<file path="src/rtl/core/cwd_pkg.sv">
// Shared types and constants for the crank wheel decoder.
// No dependencies; imported by every module of the block.
`timescale 1ns / 1ps

package cwd_pkg;

  localparam int TOOTH_W      = 6;
  localparam int TIME_W       = 32;
  localparam int CFG_W        = 16;
  localparam int CFG_IDX_W    = 2;
  localparam int WHEEL_TEETH_DEF = 36;

  localparam logic [TOOTH_W-1:0] H4_AFTER_DOUBLE = 6'd19;
  localparam logic [TOOTH_W-1:0] H6_AFTER_DOUBLE = 6'd12;
  localparam logic [TOOTH_W-1:0] H4_AFTER_SINGLE = 6'd35;
  localparam logic [TOOTH_W-1:0] H6_AFTER_SINGLE = 6'd34;
  localparam logic [TOOTH_W-1:0] TOOTH_ONE       = 6'd1;
  localparam logic [TOOTH_W-1:0] MISSING_STEP    = 6'd2;

  localparam logic [CFG_W-1:0]   FILTER_RESET    = 16'd92;

  typedef enum logic [CFG_IDX_W-1:0] {
    CFG_WHEEL_VARIANT  = 2'd0,
    CFG_INITIAL_FILTER = 2'd1,
    CFG_FILTER_LEVEL   = 2'd2
  } cwd_cfg_idx_t;

  typedef enum logic [1:0] {
    VAR_H4    = 2'd0,
    VAR_H6    = 2'd1,
    VAR_OTHER = 2'd2
  } cwd_variant_t;

  typedef enum logic [1:0] {
    LVL_NONE    = 2'd0,
    LVL_QUARTER = 2'd1,
    LVL_HALF    = 2'd2,
    LVL_3QUART  = 2'd3
  } cwd_level_t;

  typedef struct packed {
    logic [1:0]       wheel_variant;
    logic [1:0]       filter_level;
    logic             filter_load;
    logic [CFG_W-1:0] filter_value;
  } cwd_cfg_t;

  typedef struct packed {
    logic               accepted;
    logic [TOOTH_W-1:0] tooth_number;
    logic               in_sync;
    logic               angle_regular;
    logic               revolution_odd;
    logic               new_revolution;
  } cwd_result_t;

endpackage

</file>
<file path="src/rtl/core/cwd_cfg_regs.sv">
// Configuration registers of the crank wheel decoder.
// Depends on cwd_pkg.
`timescale 1ns / 1ps

module cwd_cfg_regs (
  input  logic                        clk,
  input  logic                        rst_n,
  input  logic                        cfg_we,
  input  logic [cwd_pkg::CFG_IDX_W-1:0] cfg_index,
  input  logic [cwd_pkg::CFG_W-1:0]   cfg_wdata,
  output cwd_pkg::cwd_cfg_t           cfg
);
  import cwd_pkg::*;

  logic [1:0] variant_r, variant_nxt;
  logic [1:0] level_r, level_nxt;
  logic       load;

  always_comb begin
    variant_nxt = variant_r;
    level_nxt   = level_r;
    load        = 1'b0;
    if (cfg_we) begin
      unique case (cfg_index)
        CFG_WHEEL_VARIANT:  variant_nxt = cfg_wdata[1:0];
        CFG_INITIAL_FILTER: load        = 1'b1;
        CFG_FILTER_LEVEL:   level_nxt   = cfg_wdata[1:0];
        default: ;
      endcase
    end
  end

  always_ff @(posedge clk) begin
    if (!rst_n) begin
      variant_r <= VAR_H4;
      level_r   <= LVL_QUARTER;
    end else begin
      variant_r <= variant_nxt;
      level_r   <= level_nxt;
    end
  end

  assign cfg.wheel_variant = variant_r;
  assign cfg.filter_level  = level_r;
  assign cfg.filter_load   = load;
  assign cfg.filter_value  = cfg_wdata;

endmodule

</file>
<file path="src/rtl/core/cwd_in_reg.sv">
// Input register of the crank wheel decoder: holds one edge item.
// Depends on cwd_pkg.
`timescale 1ns / 1ps

module cwd_in_reg (
  input  logic                       clk,
  input  logic                       rst_n,
  input  logic                       in_valid,
  output logic                       in_ready,
  input  logic [cwd_pkg::TIME_W-1:0] in_edge_time,
  input  logic                       advance,
  output logic                       item_valid,
  output logic [cwd_pkg::TIME_W-1:0] item_time
);
  import cwd_pkg::*;

  logic              valid_r;
  logic [TIME_W-1:0] time_r;

  // The slot frees up in the same cycle its item moves on.
  assign in_ready = !valid_r || advance;

  always_ff @(posedge clk) begin
    if (!rst_n) begin
      valid_r <= 1'b0;
    end else if (in_ready) begin
      valid_r <= in_valid;
    end
  end

  always_ff @(posedge clk) begin
    if (in_valid && in_ready) begin
      time_r <= in_edge_time;
    end
  end

  assign item_valid = valid_r;
  assign item_time  = time_r;

endmodule

</file>
<file path="src/rtl/core/cwd_track.sv">
// Tooth tracking state and the per-edge update: filter, gap test, count, sync.
// Depends on cwd_pkg.
`timescale 1ns / 1ps

module cwd_track #(
  parameter int WHEEL_TEETH = cwd_pkg::WHEEL_TEETH_DEF
) (
  input  logic                       clk,
  input  logic                       rst_n,
  input  cwd_pkg::cwd_cfg_t          cfg,
  input  logic                       step_en,
  input  logic [cwd_pkg::TIME_W-1:0] edge_time,
  output cwd_pkg::cwd_result_t       result
);
  import cwd_pkg::*;

  localparam logic [TOOTH_W-1:0] TEETH = TOOTH_W'(WHEEL_TEETH);

  logic [TIME_W-1:0]  last_r, prior_r, target_r, filter_r;
  logic [TIME_W-1:0]  last_nxt, prior_nxt, target_nxt, filter_nxt;
  logic               phase_r, sync_r, regular_r, rev_r;
  logic               phase_nxt, sync_nxt, regular_nxt, rev_nxt;
  logic [TOOTH_W-1:0] count_r, count_nxt;

  logic [TIME_W-1:0]  gap, gap_eff, target_use, filt_gap;
  logic [TIME_W+1:0]  gap3;
  logic [TOOTH_W-1:0] count_inc;
  logic               pass, new_rev;

  assign gap        = edge_time - last_r;
  assign pass       = (gap >= filter_r);
  assign count_inc  = count_r + TOOTH_ONE;
  assign target_use = phase_r ? target_r : ((last_r - prior_r) << 1);
  // Until both the last and the prior edge time have been recorded the period is unknown.
  assign gap_eff    = ((last_r == '0) || (prior_r == '0)) ? '0 : gap;
  assign gap3       = {2'b00, gap_eff} + {1'b0, gap_eff, 1'b0};

  always_comb begin
    case (cfg.filter_level)
      LVL_QUARTER: filt_gap = gap_eff >> 2;
      LVL_HALF:    filt_gap = gap_eff >> 1;
      LVL_3QUART:  filt_gap = gap3[TIME_W+1:2];
      default:     filt_gap = '0;
    endcase
  end

  always_comb begin
    last_nxt    = last_r;
    prior_nxt   = prior_r;
    target_nxt  = target_r;
    filter_nxt  = filter_r;
    phase_nxt   = phase_r;
    sync_nxt    = sync_r;
    regular_nxt = regular_r;
    rev_nxt     = rev_r;
    count_nxt   = count_r;
    new_rev     = 1'b0;
    if (pass) begin
      target_nxt = target_use;
      prior_nxt  = last_r;
      last_nxt   = edge_time;
      count_nxt  = count_inc;
      if (gap_eff > target_use) begin
        // Missing-tooth gap: the second one in a row identifies the wheel.
        if (phase_r) begin
          if (cfg.wheel_variant == VAR_H4) begin
            count_nxt = H4_AFTER_DOUBLE;
          end else if (cfg.wheel_variant == VAR_H6) begin
            count_nxt = H6_AFTER_DOUBLE;
          end
          phase_nxt = 1'b0;
          sync_nxt  = 1'b1;
        end else begin
          phase_nxt = 1'b1;
          count_nxt = count_inc + MISSING_STEP;
        end
        regular_nxt = 1'b0;
        filter_nxt  = '0;
      end else begin
        if (count_inc > TEETH) begin
          count_nxt = TOOTH_ONE;
          rev_nxt   = !rev_r;
          new_rev   = 1'b1;
        end else if (phase_r) begin
          // Regular tooth right after a lone missing gap.
          if (cfg.wheel_variant == VAR_H4) begin
            count_nxt = H4_AFTER_SINGLE;
            sync_nxt  = 1'b1;
          end else if (cfg.wheel_variant == VAR_H6) begin
            count_nxt = H6_AFTER_SINGLE;
            sync_nxt  = 1'b1;
          end
        end
        filter_nxt  = filt_gap;
        regular_nxt = 1'b1;
        phase_nxt   = 1'b0;
      end
    end
  end

  always_ff @(posedge clk) begin
    if (!rst_n) begin
      last_r    <= '0;
      prior_r   <= '0;
      target_r  <= '0;
      filter_r  <= {{(TIME_W-CFG_W){1'b0}}, FILTER_RESET};
      phase_r   <= 1'b0;
      sync_r    <= 1'b0;
      regular_r <= 1'b0;
      rev_r     <= 1'b0;
      count_r   <= '0;
    end else begin
      if (step_en) begin
        last_r    <= last_nxt;
        prior_r   <= prior_nxt;
        target_r  <= target_nxt;
        phase_r   <= phase_nxt;
        sync_r    <= sync_nxt;
        regular_r <= regular_nxt;
        rev_r     <= rev_nxt;
        count_r   <= count_nxt;
      end
      if (cfg.filter_load) begin
        filter_r <= {{(TIME_W-CFG_W){1'b0}}, cfg.filter_value};
      end else if (step_en) begin
        filter_r <= filter_nxt;
      end
    end
  end

  assign result.accepted       = pass;
  assign result.tooth_number   = count_nxt;
  assign result.in_sync        = sync_nxt;
  assign result.angle_regular  = regular_nxt;
  assign result.revolution_odd = rev_nxt;
  assign result.new_revolution = new_rev;

endmodule

</file>
<file path="src/rtl/core/crank_wheel_36_2_2_2_decoder_unit.sv">
// Top level of the 36-2-2-2 crank wheel decoder: input register, tracker,
// result register. Depends on cwd_pkg, cwd_cfg_regs, cwd_in_reg, cwd_track.
//
//   channel  direction  handshake               payload
//   in_      input      in_valid / in_ready     in_edge_time
//   out_     output     out_valid / out_ready   accepted, tooth_number, flags
//   cfg_     input      cfg_we                  cfg_index, cfg_wdata
//
// One edge item per cycle while the result is not stalled. An item is held in the
// input register, then its result sits in the result register until it is taken.
// The tracker state updates as an item moves from input to result register.
// Reset (rst_n low, synchronous) empties both registers and clears the state.
// A stalled result holds the input register; once that register is full, in_ready drops.
`timescale 1ns / 1ps

module crank_wheel_36_2_2_2_decoder_unit #(
  parameter int WHEEL_TEETH = cwd_pkg::WHEEL_TEETH_DEF
) (
  input  logic                          clk,
  input  logic                          rst_n,
  input  logic                          in_valid,
  output logic                          in_ready,
  input  logic [cwd_pkg::TIME_W-1:0]    in_edge_time,
  output logic                          out_valid,
  input  logic                          out_ready,
  output logic                          out_accepted,
  output logic [cwd_pkg::TOOTH_W-1:0]   out_tooth_number,
  output logic                          out_in_sync,
  output logic                          out_angle_regular,
  output logic                          out_revolution_odd,
  output logic                          out_new_revolution,
  input  logic                          cfg_we,
  input  logic [cwd_pkg::CFG_IDX_W-1:0] cfg_index,
  input  logic [cwd_pkg::CFG_W-1:0]     cfg_wdata
);
  import cwd_pkg::*;

  cwd_cfg_t          cfg;
  cwd_result_t       step_res, res_r;
  logic              item_valid, advance, out_valid_r;
  logic [TIME_W-1:0] item_time;

  assign advance = item_valid && (!out_valid_r || out_ready);

  cwd_cfg_regs u_cfg (
    .clk       (clk),
    .rst_n     (rst_n),
    .cfg_we    (cfg_we),
    .cfg_index (cfg_index),
    .cfg_wdata (cfg_wdata),
    .cfg       (cfg)
  );

  cwd_in_reg u_in (
    .clk          (clk),
    .rst_n        (rst_n),
    .in_valid     (in_valid),
    .in_ready     (in_ready),
    .in_edge_time (in_edge_time),
    .advance      (advance),
    .item_valid   (item_valid),
    .item_time    (item_time)
  );

  cwd_track #(
    .WHEEL_TEETH (WHEEL_TEETH)
  ) u_track (
    .clk       (clk),
    .rst_n     (rst_n),
    .cfg       (cfg),
    .step_en   (advance),
    .edge_time (item_time),
    .result    (step_res)
  );

  always_ff @(posedge clk) begin
    if (!rst_n) begin
      out_valid_r <= 1'b0;
    end else if (!out_valid_r || out_ready) begin
      out_valid_r <= item_valid;
    end
  end

  always_ff @(posedge clk) begin
    if (advance) begin
      res_r <= step_res;
    end
  end

  assign out_valid          = out_valid_r;
  assign out_accepted       = res_r.accepted;
  assign out_tooth_number   = res_r.tooth_number;
  assign out_in_sync        = res_r.in_sync;
  assign out_angle_regular  = res_r.angle_regular;
  assign out_revolution_odd = res_r.revolution_odd;
  assign out_new_revolution = res_r.new_revolution;

endmodule

</file>
<file path="config.mk">
export PLATFORM = sky130hd
export DESIGN_NAME = crank_wheel_36_2_2_2_decoder_unit
export DESIGN_NICKNAME = d
export VERILOG_FILES = /design/src/rtl/core/cwd_pkg.sv /design/src/rtl/core/cwd_cfg_regs.sv /design/src/rtl/core/cwd_in_reg.sv /design/src/rtl/core/cwd_track.sv /design/src/rtl/core/crank_wheel_36_2_2_2_decoder_unit.sv
export SDC_FILE = /design/constraint.sdc
export NUM_CORES = 1
export LEC_CHECK = 0
export ABC_AREA = 1
export BUFFER_PORTS_ARGS = -buffer_cell sky130_fd_sc_hd__buf_4
export CAP_MARGIN = 20
export CORE_MARGIN = 2
export CORE_UTILIZATION = 45
export DETAILED_ROUTE_END_ITERATION = 8
export PLACE_DENSITY = 0.65
export SYNTH_ARGS = -nofsm -noshare
export SYNTH_HDL_FRONTEND = slang
export SYNTH_HIERARCHICAL = 1
export SYNTH_SLANG_ARGS = --single-unit
</file>
<file path="constraint.sdc">
create_clock -name clk -period 5.2 [get_ports clk]
set_clock_uncertainty 0.1 [all_clocks]
set_input_delay 0.26 -clock clk [delete_from_list [all_inputs] [get_ports clk]]
set_output_delay 0.26 -clock clk [all_outputs]
set_load 0.02 [all_outputs]
</file>
---- Word-level counts from Yosys, hierarchy flattened ----
Cells that the tools add are included.
word-level totals
  bits in registers ....................... 187
  input bits .............................. 55
  output and inout bits ................... 13
  word-level logic and storage cells ...... 90
cells by class
  add/sub/neg operators ................... 5
  order comparisons ....................... 3
  equality and inequality tests ........... 6
  muxes and demuxes ....................... 33
  bitwise gates (word level) .............. 2
  reduce and logical (&&, ||, !) cells .... 20
operators with widths
  cell                                                                    number
  32-bit two-way mux                                                      3
  32-bit case mux with 3 select lines                                     1
  32-bit zero test                                                        2
  6-bit two-way mux                                                       9
  16-bit two-way mux                                                      3
  32-bit by 33-bit adder with 34-bit output                               1
  32-bit >= comparator                                                    1
  32-bit > comparator                                                     1
  32-bit subtractor                                                       1
  31-bit subtractor                                                       1
  1-bit two-way mux                                                       17
  2-bit AND reduction                                                     4
  6-bit by 1-bit adder with 6-bit output (second input constant)          1
  6-bit by 2-bit adder with 6-bit output (second input constant)          1
  2-bit by 1-bit equality test with 1-bit output (second input constant)  3
  2-bit equality test (second input constant)                             3
  6-bit > comparator (second input constant)                              1
  2-bit zero test                                                         2
  2-bit nonzero test                                                      2
  2-bit OR reduction                                                      2
  1-bit zero test                                                         3
  1-bit logical OR                                                        3
  1-bit logical AND                                                       2
  1-bit inverter                                                          2

---- Longest topological paths before layout ----
  depth after elaboration ................. 9
  mapped depth ............................ 38

---- Modules after synthesis ----
Netlist, hierarchy kept.
by module, submodules not included
  module                             instances  cells each  area an instance (um^2)  sequential area each (um^2)
  cwd_track                          1          2519        14712.9                  2762.6
  cwd_in_reg                         1          39          1012.2                   980.9
  crank_wheel_36_2_2_2_decoder_unit  1          18          381.6                    350.3
  cwd_cfg_regs                       1          44          309.0                    80.1

---- Least setup slack after synthesis ----
Ideal clock, no wire load.
  path kind ............................... reg2reg
  start point ............................. reg u_in.time_r[9] (netlist: u_in/item_time[9])
  end point ............................... reg u_track.filter_r[2]
  setup time .............................. 0.125 ns
  arrival time ............................ 4.151 ns
  path slack .............................. 0.824 ns
  stages on the path, launching flop included .. 29
  path buffers ............................ 1
  period minus slack after synthesis ...... 4.376 ns
  path through ............................ edfxtp_1 ha_1 nand2_1 inv_2 nand2_1 nand2_1 inv_1 nand3_1 nand3_1 nand2_1 nand3_1 nand2_1 a21o_1 a21oi_1 xor2_1 inv_1 ha_1 nand4_1 nor4_1 inv_1 nor4_1 nand4_1 nand3_1 nand2_1 clkinv_1 nor2_1 clkbuf_1 a221oi_1 nand2_1
between the ends
  cells in the longest elaborated chain, start to end .. 7
ends and longest elaborated chain
  item                      RTL line          text
  start: declaration        cwd_in_reg.sv:18  logic [TIME_W-1:0] time_r;
  start signal: assignment  cwd_in_reg.sv:33  time_r <= in_edge_time;
  32-bit subtractor *       cwd_track.sv:30   assign gap = edge_time - last_r;
  32-bit two-way mux        cwd_track.sv:35   assign gap_eff = ((last_r == '0) || (prior_r == '0)) ? '0 : gap;
  32-bit > comparator       cwd_track.sv:63   if (gap_eff > target_use) begin
  32-bit two-way mux        cwd_track.sv:63
  16-bit two-way mux        cwd_track.sv:58   if (pass) begin
  16-bit two-way mux        cwd_track.sv:125  end else if (step_en) begin
  16-bit two-way mux        cwd_track.sv:123  if (cfg.filter_load) begin
  end signal: assignment    cwd_track.sv:106  filter_r <= {{(TIME_W-CFG_W){1'b0}}, FILTER_RESET};
  end signal: assignment    cwd_track.sv:124  filter_r <= {{(TIME_W-CFG_W){1'b0}}, cfg.filter_value};
  end signal: assignment    cwd_track.sv:126  filter_r <= filter_nxt;
  end: declaration          cwd_track.sv:19   logic [TIME_W-1:0] last_r, prior_r, target_r, filter_r;
Mark *: on every way between the ends. The rest lies on a longest branch, timed or not. The select of a mux whose other input is x is not followed.
A chain may end at the register's enable or synchronous reset.

==> results <==
- The run finished with clean final reports.
- The row count is 69.
- The slowest stage of the critical path is the sky130_fd_sc_hd__dfxtp_1 cell.
- Yosys attributes the largest share of cell area to sky130_fd_sc_hd__dfxtp_1 18%, sky130_fd_sc_hd__nand2_1 17%, sky130_fd_sc_hd__ha_1 10%.
- The class of the tightest hold or removal check is primary input to register.
- STA classifies the critical path endpoint as a register.
- The family of cells with the greatest summed delay on the critical path is simple AND/OR/NAND/NOR gates.
- The fraction of post-synthesis cell area in the top cell type by area is 17.6%.
- For this run the aggregate overflow at the end of global routing stands at 0.
- The number of port buffers is 67.
- The number of fillers in the final layout is 3700.
- The total half-perimeter wirelength after legalization and detailed placement is 44500 um.
- The minimum clock period after layout is 4.91 ns.
- The ratio of cells with drive above 1 in the final layout is 11.1%.
- The number of sinks driven by the clock tree is 187.
- The yosys synthesis warning count is 6.
- The library cell with the largest summed area after synthesis is sky130_fd_sc_hd__dfxtp_1.
- The arrival time of data at the critical path endpoint is 5.19 ns.
- The wire length of the first global-routing pass is 88400 um.
- The type of element launching the critical path is a register.
- The portion of the post-synthesis area used by sequential elements is 25.4%.
- The clock insertion delay at the later pin of the skew report is 0.47 ns.
- The detailed router placed 17300 vias in this run.
- The die footprint is 38000 um^2.
- The buffering stage count on the worst path with inverters included is 6.
- The via count of the first global-routing pass is 16400.
- The root buffer cell chosen for the clock tree is sky130_fd_sc_hd__clkbuf_16.
- Relative to the synthesized area, the layout overhead comes to 14.7%.
- For this configuration, the core starts out at a cell density of 45.9%.
- The aggregate negative setup slack is 0 ns.
- The actual slew at the worst max-slew pin is 0.978 ns.
- The remaining antenna violation count is 0.
- The final net count is 2921.
- After detailed routing, the number of remaining DRC violations is 0.
- Clock-pin slew was measured on the worst setup and hold paths at 0.08 ns.
- The combined global-route utilization of all metal layers is 29.7%.
- Setup violations remaining at the end of the flow were counted as 0.
- The net count after synthesis is 2814.
- After detailed routing, the number of vias per cell comes to 5.40.
- The fmax is 204 MHz.
- The top fanout value on the critical path is 79.
- The pre-antenna-repair detailed-routing pass consisted of 6 iterations.
- The setup path with the least slack is of type register to register.
- The maximum number of buffers from clock root to sink is 2.
- The number of flops mapped to enable cells by yosys is 43.
- After synthesis the netlist holds a flip-flop and latch count of 187.
- The proportion of register bits with asynchronous set or reset after synthesis is 0%.
- The worst hold slack after final layout is 0.0190 ns.
- By instance count, the cell type seen most on the critical path is sky130_fd_sc_hd__nand2_1.
- The cell count after synthesis is 2620.
- In this run, distinct cell masters in the synthesized netlist total 50.
- The depth of the CTS H-tree is 4.
- For the worst setup path, the data required time is 5.49 ns.
- The initial antenna violation count is 0.
- The count of boundary I/O pins is 68.
- Counting buffers and inverters, the worst setup path is 25 cells deep.
- The max-slew violation count came to 0.
- The cell area after synthesis is 16400 um^2.
- The number of hold violations in the final report is 0.
- From bottom edge to top edge, the die measures 195 um.
- The clock buffer count from CTS is 17.
- The number of maximum-capacitance constraint violations is 0.
- In this run the tightest slew margin relative to its limit is 34.1%.
- The average cell area after synthesis is 6.27 um^2.
- Measured in cells, the most critical reg-to-reg path has a length of 25.
- The final weighted congestion in routability-driven placement is 0.965.
- The number of cells traversed by the worst hold path is 3.
- After layout, the worst path uses 94.4% of the clock period.
- The first routing iteration left 1420 violations.
- The width of the die is 195 um.
- Dividing the detail-routed wire length by the instance count gives 17.6 um.
- The TritonCTS clock tree is done.
- The antenna diode count is 0.
- The largest single stage delay on the critical path is 0.45 ns.
- The total core area is 35700 um^2.
- For this run, the leading register cell type out of synthesis is sky130_fd_sc_hd__dfxtp_1.
- Wires add up to 56300 um.
- The maximum number of pins on one net before global-route repair is 96.
## final timing paths
check	startpoint	to	slack, ns
max	u_track/last_r[15]	u_track/last_r[1]	0.29
min	in_valid	u_in/item_valid	0.02
max reg2reg	u_track/last_r[15]	u_track/last_r[1]	0.29
min reg2reg	u_track/target_r[6]	u_track/target_r[6]	0.35
## kinds of logic (layout without fill, tap and decap cells)
logic type,Yosys count,after routing,share of synthesized area [%]
simple gates,1270,1273,33.6
flops,187,187,25.4
fa+ha+maj,139,139,10.7
buf+inv,524,641,12.7
xor+xnor,26,26,1.39
compound gates,473,473,16.1
mux,1,1,0.0610
## timing repair
action / CTS / global route
cloned: 2 / 2
pin swaps: 6 / 9
hold buffers: 43 / 0
gates resized for setup: 12 / 34
hold endpoints to repair: 43 / 0
buffers inserted: 1 / 9
endpoints found under the setup margin: 49 / 138
## synth_stat cells (all sizes together), types with 33 or more instances
master,count
a21oi,219
nand2,787
inv,435
ha,136
o21ai,162
buf,33
clkbuf,51
edfxtp,43
nand3,193
dfxtp,144
nor2,192
nand4,54
## sequential cells by signal, indices dropped and copies added, names as in the netlist
signal	cells
out_accepted	1
out_angle_regular	1
out_in_sync	1
out_new_revolution	1
out_revolution_odd	1
out_tooth_number	6
out_valid	1
u_cfg/level_r	2
u_cfg/variant_r	2
u_in/item_time	32
u_in/item_valid	1
u_track/count_r	6
u_track/filter_r	32
u_track/last_r	32
u_track/phase_r	1
u_track/prior_r	32
u_track/regular_r	1
u_track/rev_r	1
u_track/sync_r	1
u_track/target_r	32
## cells in the final DEF, fill, tap and decap left out, types with 9 or more instances in the layout
cell type / instances
sky130_fd_sc_hd__nand2_1: 744
sky130_fd_sc_hd__inv_1: 420
sky130_fd_sc_hd__a21oi_1: 207
sky130_fd_sc_hd__nand3_1: 176
sky130_fd_sc_hd__nor2_1: 171
sky130_fd_sc_hd__o21ai_0: 158
sky130_fd_sc_hd__dfxtp_1: 140
sky130_fd_sc_hd__ha_1: 135
sky130_fd_sc_hd__buf_4: 121
sky130_fd_sc_hd__nand4_1: 52
sky130_fd_sc_hd__dlygate4sd3_1: 43
sky130_fd_sc_hd__edfxtp_1: 43
sky130_fd_sc_hd__nand2_2: 40
sky130_fd_sc_hd__xor2_1: 21
sky130_fd_sc_hd__clkbuf_16: 18
sky130_fd_sc_hd__or2_2: 17
sky130_fd_sc_hd__nand3_2: 16
sky130_fd_sc_hd__inv_2: 15
sky130_fd_sc_hd__nor2_2: 15
sky130_fd_sc_hd__a22oi_1: 13
sky130_fd_sc_hd__o21bai_1: 12
sky130_fd_sc_hd__a21oi_2: 11
sky130_fd_sc_hd__o221ai_1: 11
sky130_fd_sc_hd__a31oi_1: 10
sky130_fd_sc_hd__and2_1: 10
sky130_fd_sc_hd__nor3_1: 9
sky130_fd_sc_hd__o22ai_1: 9
## through the flow
step	instance area (um^2)	util [%]	std cells	setup slack (ns)
3_5_place_dp	17500	48.9	3112	-0.352
2_1_floorplan	16400	-	2620	0.824
4_1_cts	18600	51.9	3190	0.0371
3_3_place_gp	17500	48.9	3112	-0.256
6_report	18800	52.7	3201	0.294
5_1_grt	18800	52.7	3201	-0.0205
## worst min-delay path, delay by kind of cell
kind / cells / cell delay, ns
AOI/OAI and AO/OA: 1 / 0.13
buffers and inverters: 2 / 0.14
## layer usage
| layer | vias up | wire, um | global-route usage, % |
|---|---|---|---|
| li1 | 8685 | - | - |
| met1 | 7959 | 25000 | 38.4 |
| met2 | 547 | 26400 | 51.2 |
| met3 | 90 | 3170 | 3.42 |
| met4 | 0 | 1720 | 10.4 |
| met5 | - | 0 | 0 |
## cell type report
cell class	count	area, um^2	area share, %
tap	461	577	3.06
inverter	440	1660	8.82
clock buffer	18	439	2.33
clock inverter	14	151	0.804
multi-input combinational	1912	10400	55.1
timing repair buffer	169	1440	7.64
sequential	187	4180	22.2
Power is left out: the tool's default activity adds up to more than one toggle a clock period on the data nets, which glitch-free logic cannot reach.
